### config.mk
export PLATFORM = sky130hd
export DESIGN_NAME = launcher_load_spool_fire_sequencer_core
export DESIGN_NICKNAME = d
export VERILOG_FILES = /design/src/design/lsfs_pkg.sv /design/src/design/launcher_load_spool_fire_sequencer_core.sv /design/src/design/lsfs_cfg_regs.sv /design/src/design/lsfs_step.sv
export VERILOG_INCLUDE_DIRS = /design/src /design/src/design
export SDC_FILE = /design/constraint.sdc
export NUM_CORES = 1
export LEC_CHECK = 0
export ABC_AREA = 1
export BUFFER_PORTS_ARGS = -buffer_cell sky130_fd_sc_hd__buf_2
export CORE_MARGIN = 2
export CORE_UTILIZATION = 54
export DETAILED_ROUTE_END_ITERATION = 7
export GPL_ROUTABILITY_DRIVEN = 0
export PLACE_DENSITY = 0.77
export SYNTH_ARGS = -nofsm -noshare
export SYNTH_HDL_FRONTEND = slang
export SYNTH_SLANG_ARGS = --single-unit
### constraint.sdc
create_clock -name clk -period 3.9 [get_ports clk]
set_input_delay 0.585 -clock clk [delete_from_list [all_inputs] [get_ports clk]]
set_output_delay 0.585 -clock clk [all_outputs]
set_load 0.005 [all_outputs]
### src/design/launcher_load_spool_fire_sequencer_core_defines.svh
// ----------------------------------------------------------------------------
// Launcher sequencer assertion macros
// Shared concurrent assertion forms, clocked and reset-qualified.
// ----------------------------------------------------------------------------
`ifndef LAUNCHER_LOAD_SPOOL_FIRE_SEQUENCER_CORE_DEFINES_SVH
`define LAUNCHER_LOAD_SPOOL_FIRE_SEQUENCER_CORE_DEFINES_SVH

// same-cycle implication
`define LSFS_ASSERT_NOW(label, clk, rst_n, ante, cons, msg) \
	label: assert property (@(posedge clk) disable iff (!rst_n) (ante) |-> (cons)) \
		else $error(msg);

// next-cycle implication
`define LSFS_ASSERT_NEXT(label, clk, rst_n, ante, cons, msg) \
	label: assert property (@(posedge clk) disable iff (!rst_n) (ante) |=> (cons)) \
		else $error(msg);

`endif

### src/design/lsfs_pkg.sv
// ----------------------------------------------------------------------------
// lsfs_pkg
// Types, register map and reset values for the launcher sequencer.
// ----------------------------------------------------------------------------
package lsfs_pkg;

	localparam int TIMER_BITS_DEF = 16;
	localparam int DRIVE_BITS_DEF = 16;
	localparam int CFG_ADDR_BITS  = 5;
	localparam int CFG_DATA_BITS  = 32;

	localparam logic signed [15:0] SPEED_RST       = 16'sd0;
	localparam logic [15:0]        UNLOAD_SPOOL_RST = 16'd25;
	localparam logic [15:0]        SHOOT_SPOOL_RST  = 16'd125;
	localparam logic [15:0]        PULSE_RST        = 16'd25;

	typedef enum logic [2:0] {
		MODE_UNINIT       = 3'd0,
		MODE_IDLE         = 3'd1,
		MODE_LOADING      = 3'd2,
		MODE_LOADED       = 3'd3,
		MODE_UNLOADING    = 3'd4,
		MODE_SHOOTING     = 3'd5,
		MODE_UNLOAD_PULSE = 3'd6,
		MODE_SHOOT_PULSE  = 3'd7
	} mode_t;

	typedef enum logic [2:0] {
		REG_IDLE_SPEED   = 3'd0,
		REG_LOAD_SPEED   = 3'd1,
		REG_UNLOAD_SPEED = 3'd2,
		REG_SHOOT_SPEED  = 3'd3,
		REG_UNLOAD_SPOOL = 3'd4,
		REG_SHOOT_SPOOL  = 3'd5,
		REG_PULSE_TICKS  = 3'd6
	} reg_idx_t;

	typedef struct packed {
		logic load_press;
		logic loaded_press;
		logic unload_press;
		logic shoot_press;
		logic idle_press;
		logic ball_switch_n;
	} item_in_t;

	typedef struct packed {
		logic [2:0]          mode_out;
		logic signed [15:0]  wheel_drive;
		logic                kicker_extend;
		logic                ball_present;
	} item_out_t;

	typedef struct packed {
		logic signed [15:0] idle_speed;
		logic signed [15:0] load_speed;
		logic signed [15:0] unload_speed;
		logic signed [15:0] shoot_speed;
		logic [15:0]        unload_spool_ticks;
		logic [15:0]        shoot_spool_ticks;
		logic [15:0]        pulse_ticks;
	} cfg_t;

	typedef struct packed {
		mode_t mode;
		logic  ball_held;
		logic  kicker;
	} ctl_state_t;

endpackage

### src/design/launcher_load_spool_fire_sequencer_core.sv
// ----------------------------------------------------------------------------
// launcher_load_spool_fire_sequencer_core
// Launcher load / spool / fire sequencer: one control tick per transaction.
// ----------------------------------------------------------------------------
//  Channel  | Handshake                  | Payload
//  ---------+----------------------------+--------------------------------
//  in       | in_valid / in_stall        | in_data  (lsfs_pkg::item_in_t)
//  out      | out_valid / out_stall      | out_data (lsfs_pkg::item_out_t)
//  cfg      | APB psel/penable/pwrite    | paddr, pwdata, prdata, pready
//
//  One transaction per clock sustained while out_stall is low; the path is
//  input register, tick logic, result register.
//  Tick logic is a single short pass: a 16-bit timer compare, a speed clamp
//  and the mode case.
//  Reset (arst_n low) puts the mode in uninit, drops the ball flag, zeroes
//  timer and drive, retracts the kicker and loads register defaults.
//  A stalled result holds the result register; the input register takes a
//  new transaction whenever the result register is free or being drained.
// ----------------------------------------------------------------------------
`include "launcher_load_spool_fire_sequencer_core_defines.svh"

module launcher_load_spool_fire_sequencer_core #(
	parameter int TIMER_BITS = lsfs_pkg::TIMER_BITS_DEF,
	parameter int DRIVE_BITS = lsfs_pkg::DRIVE_BITS_DEF
) (
	input  logic                                clk,
	input  logic                                arst_n,

	input  logic                                in_valid,
	output logic                                in_stall,
	input  lsfs_pkg::item_in_t                  in_data,

	output logic                                out_valid,
	input  logic                                out_stall,
	output lsfs_pkg::item_out_t                 out_data,

	input  logic                                psel,
	input  logic                                penable,
	input  logic                                pwrite,
	input  logic [lsfs_pkg::CFG_ADDR_BITS-1:0]  paddr,
	input  logic [lsfs_pkg::CFG_DATA_BITS-1:0]  pwdata,
	output logic [lsfs_pkg::CFG_DATA_BITS-1:0]  prdata,
	output logic                                pready
);

	lsfs_pkg::cfg_t        cfg;

	// stage 1: captured tick
	logic                  valid_s1;
	lsfs_pkg::item_in_t    item_s1;

	// stage 2: result register
	logic                  out_valid_s2;
	lsfs_pkg::item_out_t   out_data_s2;

	// sequencer state
	lsfs_pkg::ctl_state_t         state_q;
	logic [TIMER_BITS-1:0]        elapsed_q;
	logic signed [DRIVE_BITS-1:0] drive_q;

	lsfs_pkg::ctl_state_t         state_nxt;
	logic [TIMER_BITS-1:0]        elapsed_nxt;
	logic signed [DRIVE_BITS-1:0] drive_nxt;
	lsfs_pkg::item_out_t          result;

	logic                  advance;   // result register can take stage 1
	logic                  tick_fire; // stage 1 transaction is processed now

	// mode groups watched by the checks below
	logic                  pulse_mode;
	logic                  fire_mode;
	logic                  spool_start;

	lsfs_cfg_regs u_cfg (
		.clk     (clk),
		.arst_n  (arst_n),
		.psel    (psel),
		.penable (penable),
		.pwrite  (pwrite),
		.paddr   (paddr),
		.pwdata  (pwdata),
		.prdata  (prdata),
		.pready  (pready),
		.cfg     (cfg)
	);

	lsfs_step #(
		.TIMER_BITS (TIMER_BITS),
		.DRIVE_BITS (DRIVE_BITS)
	) u_step (
		.item        (item_s1),
		.cfg         (cfg),
		.cur         (state_q),
		.elapsed     (elapsed_q),
		.drive       (drive_q),
		.nxt         (state_nxt),
		.elapsed_nxt (elapsed_nxt),
		.drive_nxt   (drive_nxt),
		.result      (result)
	);

	assign advance   = !out_valid_s2 || !out_stall;
	assign tick_fire = valid_s1 && advance;
	assign in_stall  = valid_s1 && !advance;
	assign out_valid = out_valid_s2;
	assign out_data  = out_data_s2;

	// input register
	always_ff @(posedge clk or negedge arst_n) begin
		if (!arst_n) begin
			valid_s1 <= 1'b0;
		end else if (!in_stall) begin
			valid_s1 <= in_valid;
		end
	end

	always_ff @(posedge clk) begin
		if (in_valid && !in_stall) begin
			item_s1 <= in_data;
		end
	end

	// result register
	always_ff @(posedge clk or negedge arst_n) begin
		if (!arst_n) begin
			out_valid_s2 <= 1'b0;
		end else if (advance) begin
			out_valid_s2 <= valid_s1;
		end
	end

	always_ff @(posedge clk) begin
		if (tick_fire) begin
			out_data_s2 <= result;
		end
	end

	// state advances once per processed tick
	always_ff @(posedge clk or negedge arst_n) begin
		if (!arst_n) begin
			state_q.mode      <= lsfs_pkg::MODE_UNINIT;
			state_q.ball_held <= 1'b0;
			state_q.kicker    <= 1'b0;
			elapsed_q         <= '0;
			drive_q           <= '0;
		end else if (tick_fire) begin
			state_q   <= state_nxt;
			elapsed_q <= elapsed_nxt;
			drive_q   <= drive_nxt;
		end
	end

	assign pulse_mode  = (state_q.mode == lsfs_pkg::MODE_UNLOAD_PULSE) ||
	                     (state_q.mode == lsfs_pkg::MODE_SHOOT_PULSE);
	assign fire_mode   = pulse_mode || (state_q.mode == lsfs_pkg::MODE_UNLOADING) ||
	                     (state_q.mode == lsfs_pkg::MODE_SHOOTING);
	assign spool_start = tick_fire && (state_q.mode == lsfs_pkg::MODE_LOADED) &&
	                     (state_nxt.mode != lsfs_pkg::MODE_LOADED);

	// kicker is out exactly during the two pulse modes
	`LSFS_ASSERT_NOW(a_kicker_pulse, clk, arst_n, 1'b1, state_q.kicker == pulse_mode, "kicker vs mode")
	// spool and pulse modes are only reachable with a held ball
	`LSFS_ASSERT_NOW(a_ball_in_fire, clk, arst_n, fire_mode, state_q.ball_held, "fire without ball")
	// leaving loaded for a spool restarts the timer
	`LSFS_ASSERT_NEXT(a_spool_restart, clk, arst_n, spool_start, elapsed_q == '0, "no timer restart")

endmodule

### src/design/lsfs_cfg_regs.sv
// ----------------------------------------------------------------------------
// lsfs_cfg_regs
// APB register file holding wheel speeds and tick counts.
// ----------------------------------------------------------------------------
module lsfs_cfg_regs (
	input  logic                                clk,
	input  logic                                arst_n,
	input  logic                                psel,
	input  logic                                penable,
	input  logic                                pwrite,
	input  logic [lsfs_pkg::CFG_ADDR_BITS-1:0]  paddr,
	input  logic [lsfs_pkg::CFG_DATA_BITS-1:0]  pwdata,
	output logic [lsfs_pkg::CFG_DATA_BITS-1:0]  prdata,
	output logic                                pready,
	output lsfs_pkg::cfg_t                      cfg
);

	lsfs_pkg::cfg_t     cfg_q;
	lsfs_pkg::reg_idx_t idx;
	logic               wr_en;

	assign idx    = lsfs_pkg::reg_idx_t'(paddr[4:2]);
	assign wr_en  = psel & penable & pwrite;
	assign pready = 1'b1;
	assign cfg    = cfg_q;

	always_ff @(posedge clk or negedge arst_n) begin
		if (!arst_n) begin
			cfg_q.idle_speed         <= lsfs_pkg::SPEED_RST;
			cfg_q.load_speed         <= lsfs_pkg::SPEED_RST;
			cfg_q.unload_speed       <= lsfs_pkg::SPEED_RST;
			cfg_q.shoot_speed        <= lsfs_pkg::SPEED_RST;
			cfg_q.unload_spool_ticks <= lsfs_pkg::UNLOAD_SPOOL_RST;
			cfg_q.shoot_spool_ticks  <= lsfs_pkg::SHOOT_SPOOL_RST;
			cfg_q.pulse_ticks        <= lsfs_pkg::PULSE_RST;
		end else if (wr_en) begin
			case (idx)
				lsfs_pkg::REG_IDLE_SPEED:   cfg_q.idle_speed         <= pwdata[15:0];
				lsfs_pkg::REG_LOAD_SPEED:   cfg_q.load_speed         <= pwdata[15:0];
				lsfs_pkg::REG_UNLOAD_SPEED: cfg_q.unload_speed       <= pwdata[15:0];
				lsfs_pkg::REG_SHOOT_SPEED:  cfg_q.shoot_speed        <= pwdata[15:0];
				lsfs_pkg::REG_UNLOAD_SPOOL: cfg_q.unload_spool_ticks <= pwdata[15:0];
				lsfs_pkg::REG_SHOOT_SPOOL:  cfg_q.shoot_spool_ticks  <= pwdata[15:0];
				lsfs_pkg::REG_PULSE_TICKS:  cfg_q.pulse_ticks        <= pwdata[15:0];
				default: ;
			endcase
		end
	end

	always_comb begin
		case (idx)
			lsfs_pkg::REG_IDLE_SPEED:   prdata = {16'd0, cfg_q.idle_speed};
			lsfs_pkg::REG_LOAD_SPEED:   prdata = {16'd0, cfg_q.load_speed};
			lsfs_pkg::REG_UNLOAD_SPEED: prdata = {16'd0, cfg_q.unload_speed};
			lsfs_pkg::REG_SHOOT_SPEED:  prdata = {16'd0, cfg_q.shoot_speed};
			lsfs_pkg::REG_UNLOAD_SPOOL: prdata = {16'd0, cfg_q.unload_spool_ticks};
			lsfs_pkg::REG_SHOOT_SPOOL:  prdata = {16'd0, cfg_q.shoot_spool_ticks};
			lsfs_pkg::REG_PULSE_TICKS:  prdata = {16'd0, cfg_q.pulse_ticks};
			default:                    prdata = '0;
		endcase
	end

endmodule

### src/design/lsfs_step.sv
// ----------------------------------------------------------------------------
// lsfs_step
// One control tick: mode transition, timer, drive, kicker and ball flag.
// ----------------------------------------------------------------------------
module lsfs_step #(
	parameter int TIMER_BITS = lsfs_pkg::TIMER_BITS_DEF,
	parameter int DRIVE_BITS = lsfs_pkg::DRIVE_BITS_DEF
) (
	input  lsfs_pkg::item_in_t             item,
	input  lsfs_pkg::cfg_t                 cfg,
	input  lsfs_pkg::ctl_state_t           cur,
	input  logic [TIMER_BITS-1:0]          elapsed,
	input  logic signed [DRIVE_BITS-1:0]   drive,
	output lsfs_pkg::ctl_state_t           nxt,
	output logic [TIMER_BITS-1:0]          elapsed_nxt,
	output logic signed [DRIVE_BITS-1:0]   drive_nxt,
	output lsfs_pkg::item_out_t            result
);

	localparam logic signed [31:0] DRV_HI = (32'sd1 <<< (DRIVE_BITS - 1)) - 32'sd1;
	localparam logic signed [31:0] DRV_LO = -DRV_HI - 32'sd1;

	logic [TIMER_BITS-1:0] elapsed_inc;
	logic [31:0]           elapsed_w;
	logic                  shooting;
	logic [15:0]           spool_wait;
	logic                  fire;
	logic                  spool_done;
	logic                  pulse_done;
	logic                  ball_at_sensor;
	logic                  set_drive;
	logic signed [15:0]    speed_sel;
	logic signed [31:0]    speed_ext;
	logic signed [31:0]    speed_lim;
	logic signed [31:0]    drive_ext;
	lsfs_pkg::mode_t       mode_nxt;
	logic                  ball_nxt;
	logic                  kick_nxt;

	// saturating tick count; this tick compares against the counted-up value
	assign elapsed_inc    = (&elapsed) ? elapsed : elapsed + 1'b1;
	assign elapsed_w      = 32'(elapsed_inc);
	assign shooting       = (cur.mode == lsfs_pkg::MODE_SHOOTING);
	assign spool_wait     = shooting ? cfg.shoot_spool_ticks : cfg.unload_spool_ticks;
	assign fire           = shooting ? item.shoot_press : item.unload_press;
	assign spool_done     = elapsed_w >= 32'(spool_wait);
	assign pulse_done     = elapsed_w >= 32'(cfg.pulse_ticks);
	assign ball_at_sensor = ~item.ball_switch_n;

	// next mode
	always_comb begin
		mode_nxt = cur.mode;
		case (cur.mode)
			lsfs_pkg::MODE_UNINIT:
				mode_nxt = cur.ball_held ? lsfs_pkg::MODE_LOADED : lsfs_pkg::MODE_IDLE;
			lsfs_pkg::MODE_IDLE: begin
				if (item.load_press)        mode_nxt = lsfs_pkg::MODE_LOADING;
				else if (item.loaded_press) mode_nxt = lsfs_pkg::MODE_LOADED;
			end
			lsfs_pkg::MODE_LOADING: begin
				if (item.load_press || item.idle_press) mode_nxt = lsfs_pkg::MODE_IDLE;
				else if (ball_at_sensor)                mode_nxt = lsfs_pkg::MODE_LOADED;
			end
			lsfs_pkg::MODE_LOADED: begin
				if (item.unload_press)     mode_nxt = lsfs_pkg::MODE_UNLOADING;
				else if (item.shoot_press) mode_nxt = lsfs_pkg::MODE_SHOOTING;
			end
			lsfs_pkg::MODE_UNLOADING, lsfs_pkg::MODE_SHOOTING: begin
				if (spool_done) begin
					if (fire)
						mode_nxt = shooting ? lsfs_pkg::MODE_SHOOT_PULSE
						                    : lsfs_pkg::MODE_UNLOAD_PULSE;
				end else if (item.idle_press) begin
					mode_nxt = lsfs_pkg::MODE_LOADED;
				end
			end
			lsfs_pkg::MODE_UNLOAD_PULSE, lsfs_pkg::MODE_SHOOT_PULSE: begin
				if (pulse_done) mode_nxt = lsfs_pkg::MODE_IDLE;
			end
			default: mode_nxt = cur.mode;
		endcase
	end

	// timer, drive, kicker and ball flag
	always_comb begin
		ball_nxt    = cur.ball_held;
		kick_nxt    = cur.kicker;
		elapsed_nxt = elapsed_inc;
		set_drive   = 1'b0;
		speed_sel   = cfg.idle_speed;
		case (cur.mode)
			lsfs_pkg::MODE_IDLE: set_drive = 1'b1;
			lsfs_pkg::MODE_LOADING: begin
				kick_nxt  = 1'b0;
				set_drive = 1'b1;
				speed_sel = cfg.load_speed;
			end
			lsfs_pkg::MODE_LOADED: begin
				set_drive = 1'b1;
				ball_nxt  = 1'b1;
				if (item.unload_press || item.shoot_press) elapsed_nxt = '0;
			end
			lsfs_pkg::MODE_UNLOADING, lsfs_pkg::MODE_SHOOTING: begin
				set_drive = 1'b1;
				speed_sel = shooting ? cfg.shoot_speed : cfg.unload_speed;
				if (spool_done) begin
					if (fire) begin
						elapsed_nxt = '0;
						kick_nxt    = 1'b1;
					end
				end else if (item.idle_press) begin
					elapsed_nxt = '0;
				end
			end
			lsfs_pkg::MODE_UNLOAD_PULSE, lsfs_pkg::MODE_SHOOT_PULSE: begin
				if (pulse_done) begin
					ball_nxt    = 1'b0;
					kick_nxt    = 1'b0;
					set_drive   = 1'b1;
					elapsed_nxt = '0;
				end
			end
			default: ;
		endcase
	end

	assign nxt = '{mode: mode_nxt, ball_held: ball_nxt, kicker: kick_nxt};

	// limit the register value to the drive range, then hold or replace
	assign speed_ext = 32'(speed_sel);
	assign speed_lim = (speed_ext > DRV_HI) ? DRV_HI :
	                   (speed_ext < DRV_LO) ? DRV_LO : speed_ext;
	assign drive_nxt = set_drive ? speed_lim[DRIVE_BITS-1:0] : drive;
	assign drive_ext = 32'(drive_nxt);

	assign result.mode_out      = mode_nxt;
	assign result.wheel_drive   = drive_ext[15:0];
	assign result.kicker_extend = kick_nxt;
	assign result.ball_present  = ball_nxt;

endmodule
==> summary by stage <==
Run status
The run finished with clean final reports.

Synthesis
The number of different library cells used by synthesis comes to 54. The leading register cell type out of synthesis is dfrtp_1. The leading area contributor after synthesis is dfrtp_1.

The mean instance size in the synthesized netlist is 8.19 um2. In this run, synthesis inferred 27 flip-flops with an integrated enable. Of the post-synthesis cell area, the dominant cell type holds 0.360.

The summed instance area of the synthesized netlist is 0.00967 mm2. Yosys attributes the largest share of cell area to dfrtp_1 36%, nand2_1 11%, edfxtp_1 8.4%. Counting instances in the post-synthesis netlist gives the leading cell types as 285 x nand2_1, 158 x inv_1, 149 x o21ai_0. The register bit count reported by yosys is 178. The fraction of the yosys area taken by sequential cells is 0.476. In the synthesized netlist the async set-or-reset flop fraction comes to 0.848. Yosys printed 0 warnings. The gate count of the mapped netlist is 1181. nand2_1 is the most common cell in the netlist.

Global route
The met2 capacity usage during global routing is 0.440. For this run, the total global-route usage over all layers was measured as 0.273. The initial antenna violation count is 1. The leftover overflow at the end of global routing is 0. The via count of the first global-routing pass is 7726. The first global-routing pass estimated 39.3 mm of wire. For met1 alone, demand over resource in global routing was 0.362. The global routing stage identified its most utilized layer as met2. The maximum number of pins on one net before global-route repair is 90. The met3 usage in global routing is 0.0659.

Cells and area
The share of the core filled with cells is 0.632. The area of the multi-input gates is 0.00434 mm2. The final layout contains 1331 nets.

After the flow finishes, the layout carries non-filler instances totaling 1488. After filler insertion, the fill cell instance count of the layout stands at 1471. The diode insertion count for antenna repair is 0. In the final layout, flip-flops and latches occupy 0.00460 mm2. From synthesis to final layout, the design area changed by 13.8%.

The fraction of final layout cells with drive strength greater than 1 is 0.159.

Worst setup path
The startpoint type of the worst setup path is a flip-flop. The data arrival time of the worst path is 3.96 ns. The largest fanout of any net on the critical path is 9. The critical path data required time is 4.09 ns.

The worst setup path is captured at a flip-flop. The critical path is of the flip-flop to flip-flop type.

Clock tree
The clock tree from TritonCTS is yes. The buffer cell driving the clock tree root is clkbuf_16. The sink count of the clock tree is 178. The clock-pin slew of the registers on the worst-case setup and hold paths is 0.07 ns. The total CTS buffers is 17.

The depth of the CTS H-tree is 4. The largest buffer count on any clock path is 2. The source-to-sink clock delay at the later pin of the worst-skew pair is 0.43 ns.

Timing
The final clock period utilization by the worst path is 0.968. The post-layout minimum cycle time is 3.78 ns. For the final database, setup skew stands at 0.00664 ns. The total count of max-transition violations in the final report is 0. In this run the tightest slew margin relative to its limit is 0.259. For the pin with the worst max-slew slack, the measured transition is 1.11 ns. The hold violation total from the final report is 0. The worst path setup slack after routing is 0.125 ns. Timing would allow up to 0.265 GHz. The setup TNS after final layout is 0 ns. Setup repair after global routing could not meet its margin everywhere. The count of final setup violators is 0.

Place
The number of placed instances, taps included is 1448. The post-placement setup slack is -0.0667 ns. After legalization and detailed placement, the total HPWL measured 17.3 mm. Port buffering added 70 buffers.

Route
After detailed routing, the number of vias per cell comes to 5.63. The via count of the routed design is 8384. The first TritonRoute pass finished after 5 iterations. After detailed routing, the number of remaining DRC violations is 0.

The remaining antenna violation count is 0. Dividing the detail-routed wire length by the instance count gives 17.3 um. After detailed routing, the total wire length is 25.8 mm. For this block, the initial DRC count from the detailed router was 919.

Floorplanning
In this run the core area contains 48 standard-cell rows. The boundary pin count is 106. The total die area is 0.0190 mm2. The height of the chip is 138 um. The area of the core is 0.0174 mm2. The die extent in x is 138 um. The starting density of the core is 0.555.

Worst hold path
The tightest min-delay check is of the primary input to asynchronous set/reset pin type.

Pwr
The maximum resistive drop on vdd is 0.000358 V. The total power draw is 0.00692 W. The leakage power of the design is 5.37 nW. The ratio of total power to cell area is 629 mW/mm2.

Flow run
The tool flagged a number of max-cap violations equal to 0.
-- metal layers --
| metal | wire length [um] | vias up |
|---|---|---|
| met1 | 10500 | 3946 |
| met4 | 702 | 2 |
| met3 | 2330 | 60 |
| li1 | - | 3986 |
| met5 | 11 | - |
| met2 | 12200 | 390 |
-- final cells by class --
class,count,area share
sequential,178,0.418
multi-input combinational,791,0.394
timing repair buffer,100,0.0572
inverter,162,0.0553
clock buffer,18,0.0390
tap,225,0.0256
clock inverter,14,0.0103
-- path summary, 6_finish.rpt --
check                               from       endpoint  slack (ns)  depth (start not counted)
max                         elapsed_q[0]    out_data[9]        0.12                         22
min                               arst_n   elapsed_q[2]        0.20                          1
max reg2reg                 elapsed_q[0]    out_data[9]        0.12                         22
min reg2reg                u_cfg.cfg[49]  u_cfg.cfg[49]        0.49                          2
max in group asynchronous         arst_n  u_cfg.cfg[36]        2.71                          2
min in group clk              in_data[1]     item_s1[1]        0.33                          1
-- timing repair --
item                                    CTS  global route
buffers inserted                          0             4
pin swaps                                 0             6
resized for setup                         1            28
hold buffers                              0             0
cloned                                    0             4
endpoints found under the setup margin   18            57
-- power by group --
part	switching, W	total, W	internal, W
clock network	0.000738	0.00161	0.000875
logic	0.00165	0.00259	0.000945
registers	0.000260	0.00272	0.00246
-- worst max-delay path, cell delays in order, from the launching register on --
cell and delay [ns]:
dfrtp_1 0.42, ha_4 0.18, inv_1 0.06, nor2_1 0.04, nand2_1 0.09, nor2_2 0.06, nor3_2 0.27, nand2_2 0.13
nor2_4 0.16, nand3_4 0.11, nor2_4 0.11, nand4_1 0.09, xor2_1 0.23, inv_2 0.11, ha_4 0.29, nand4_1 0.12
a21oi_2 0.16, a2111oi_2 0.05, buf_4 0.14, nand3_4 0.19, clkbuf_16 0.22, nand3_2 0.08, and2_1 0.20
-- cells by family (layout without fill, tap and decap cells) --
| family | after synthesis | in the layout | synth area share |
|---|---|---|---|
| muxes | 6 | 6 | 0.00699 |
| xor gates and xnor gates | 13 | 13 | 0.0125 |
| adders and majority gates | 31 | 31 | 0.0401 |
| buffers and inverters | 229 | 294 | 0.0991 |
| AOI/OAI and AO/OA | 262 | 262 | 0.157 |
| DFF | 178 | 178 | 0.476 |
| other | 2 | 17 | 0.000776 |
| and+or+nand+nor | 460 | 462 | 0.207 |
-- layout by cell type, fill, tap and decap left out, types with 28 or more instances in the layout --
cell,Yosys,layout
buf_2,4,69
nand3_1,36,36
ha_1,31,28
nand2_1,285,280
inv_1,158,157
o21ai_0,149,147
nor2_1,78,72
a21oi_1,34,33
dfrtp_1,139,139
-- state kept, by name, summed over array words and instances, names as in the netlist --
| register | flops |
|---|---|
| elapsed_q | 16 |
| out_valid | 1 |
| drive_q | 16 |
| item_s1 | 6 |
| out_data | 21 |
| u_cfg.cfg | 112 |
| valid_s1 | 1 |
| state_q | 5 |
-- stage by stage --
stage / area, um2 / hold WS [ns]
2_1_floorplan: 9730 / 0.289
3_3_place_gp: 10200 / 0.465
3_5_place_dp: 10200 / 0.474
4_1_cts: 10800 / 0.252
5_1_grt: 11000 / 0.259
6_report: 11000 / 0.195
(Power assumes the default switching activity.)
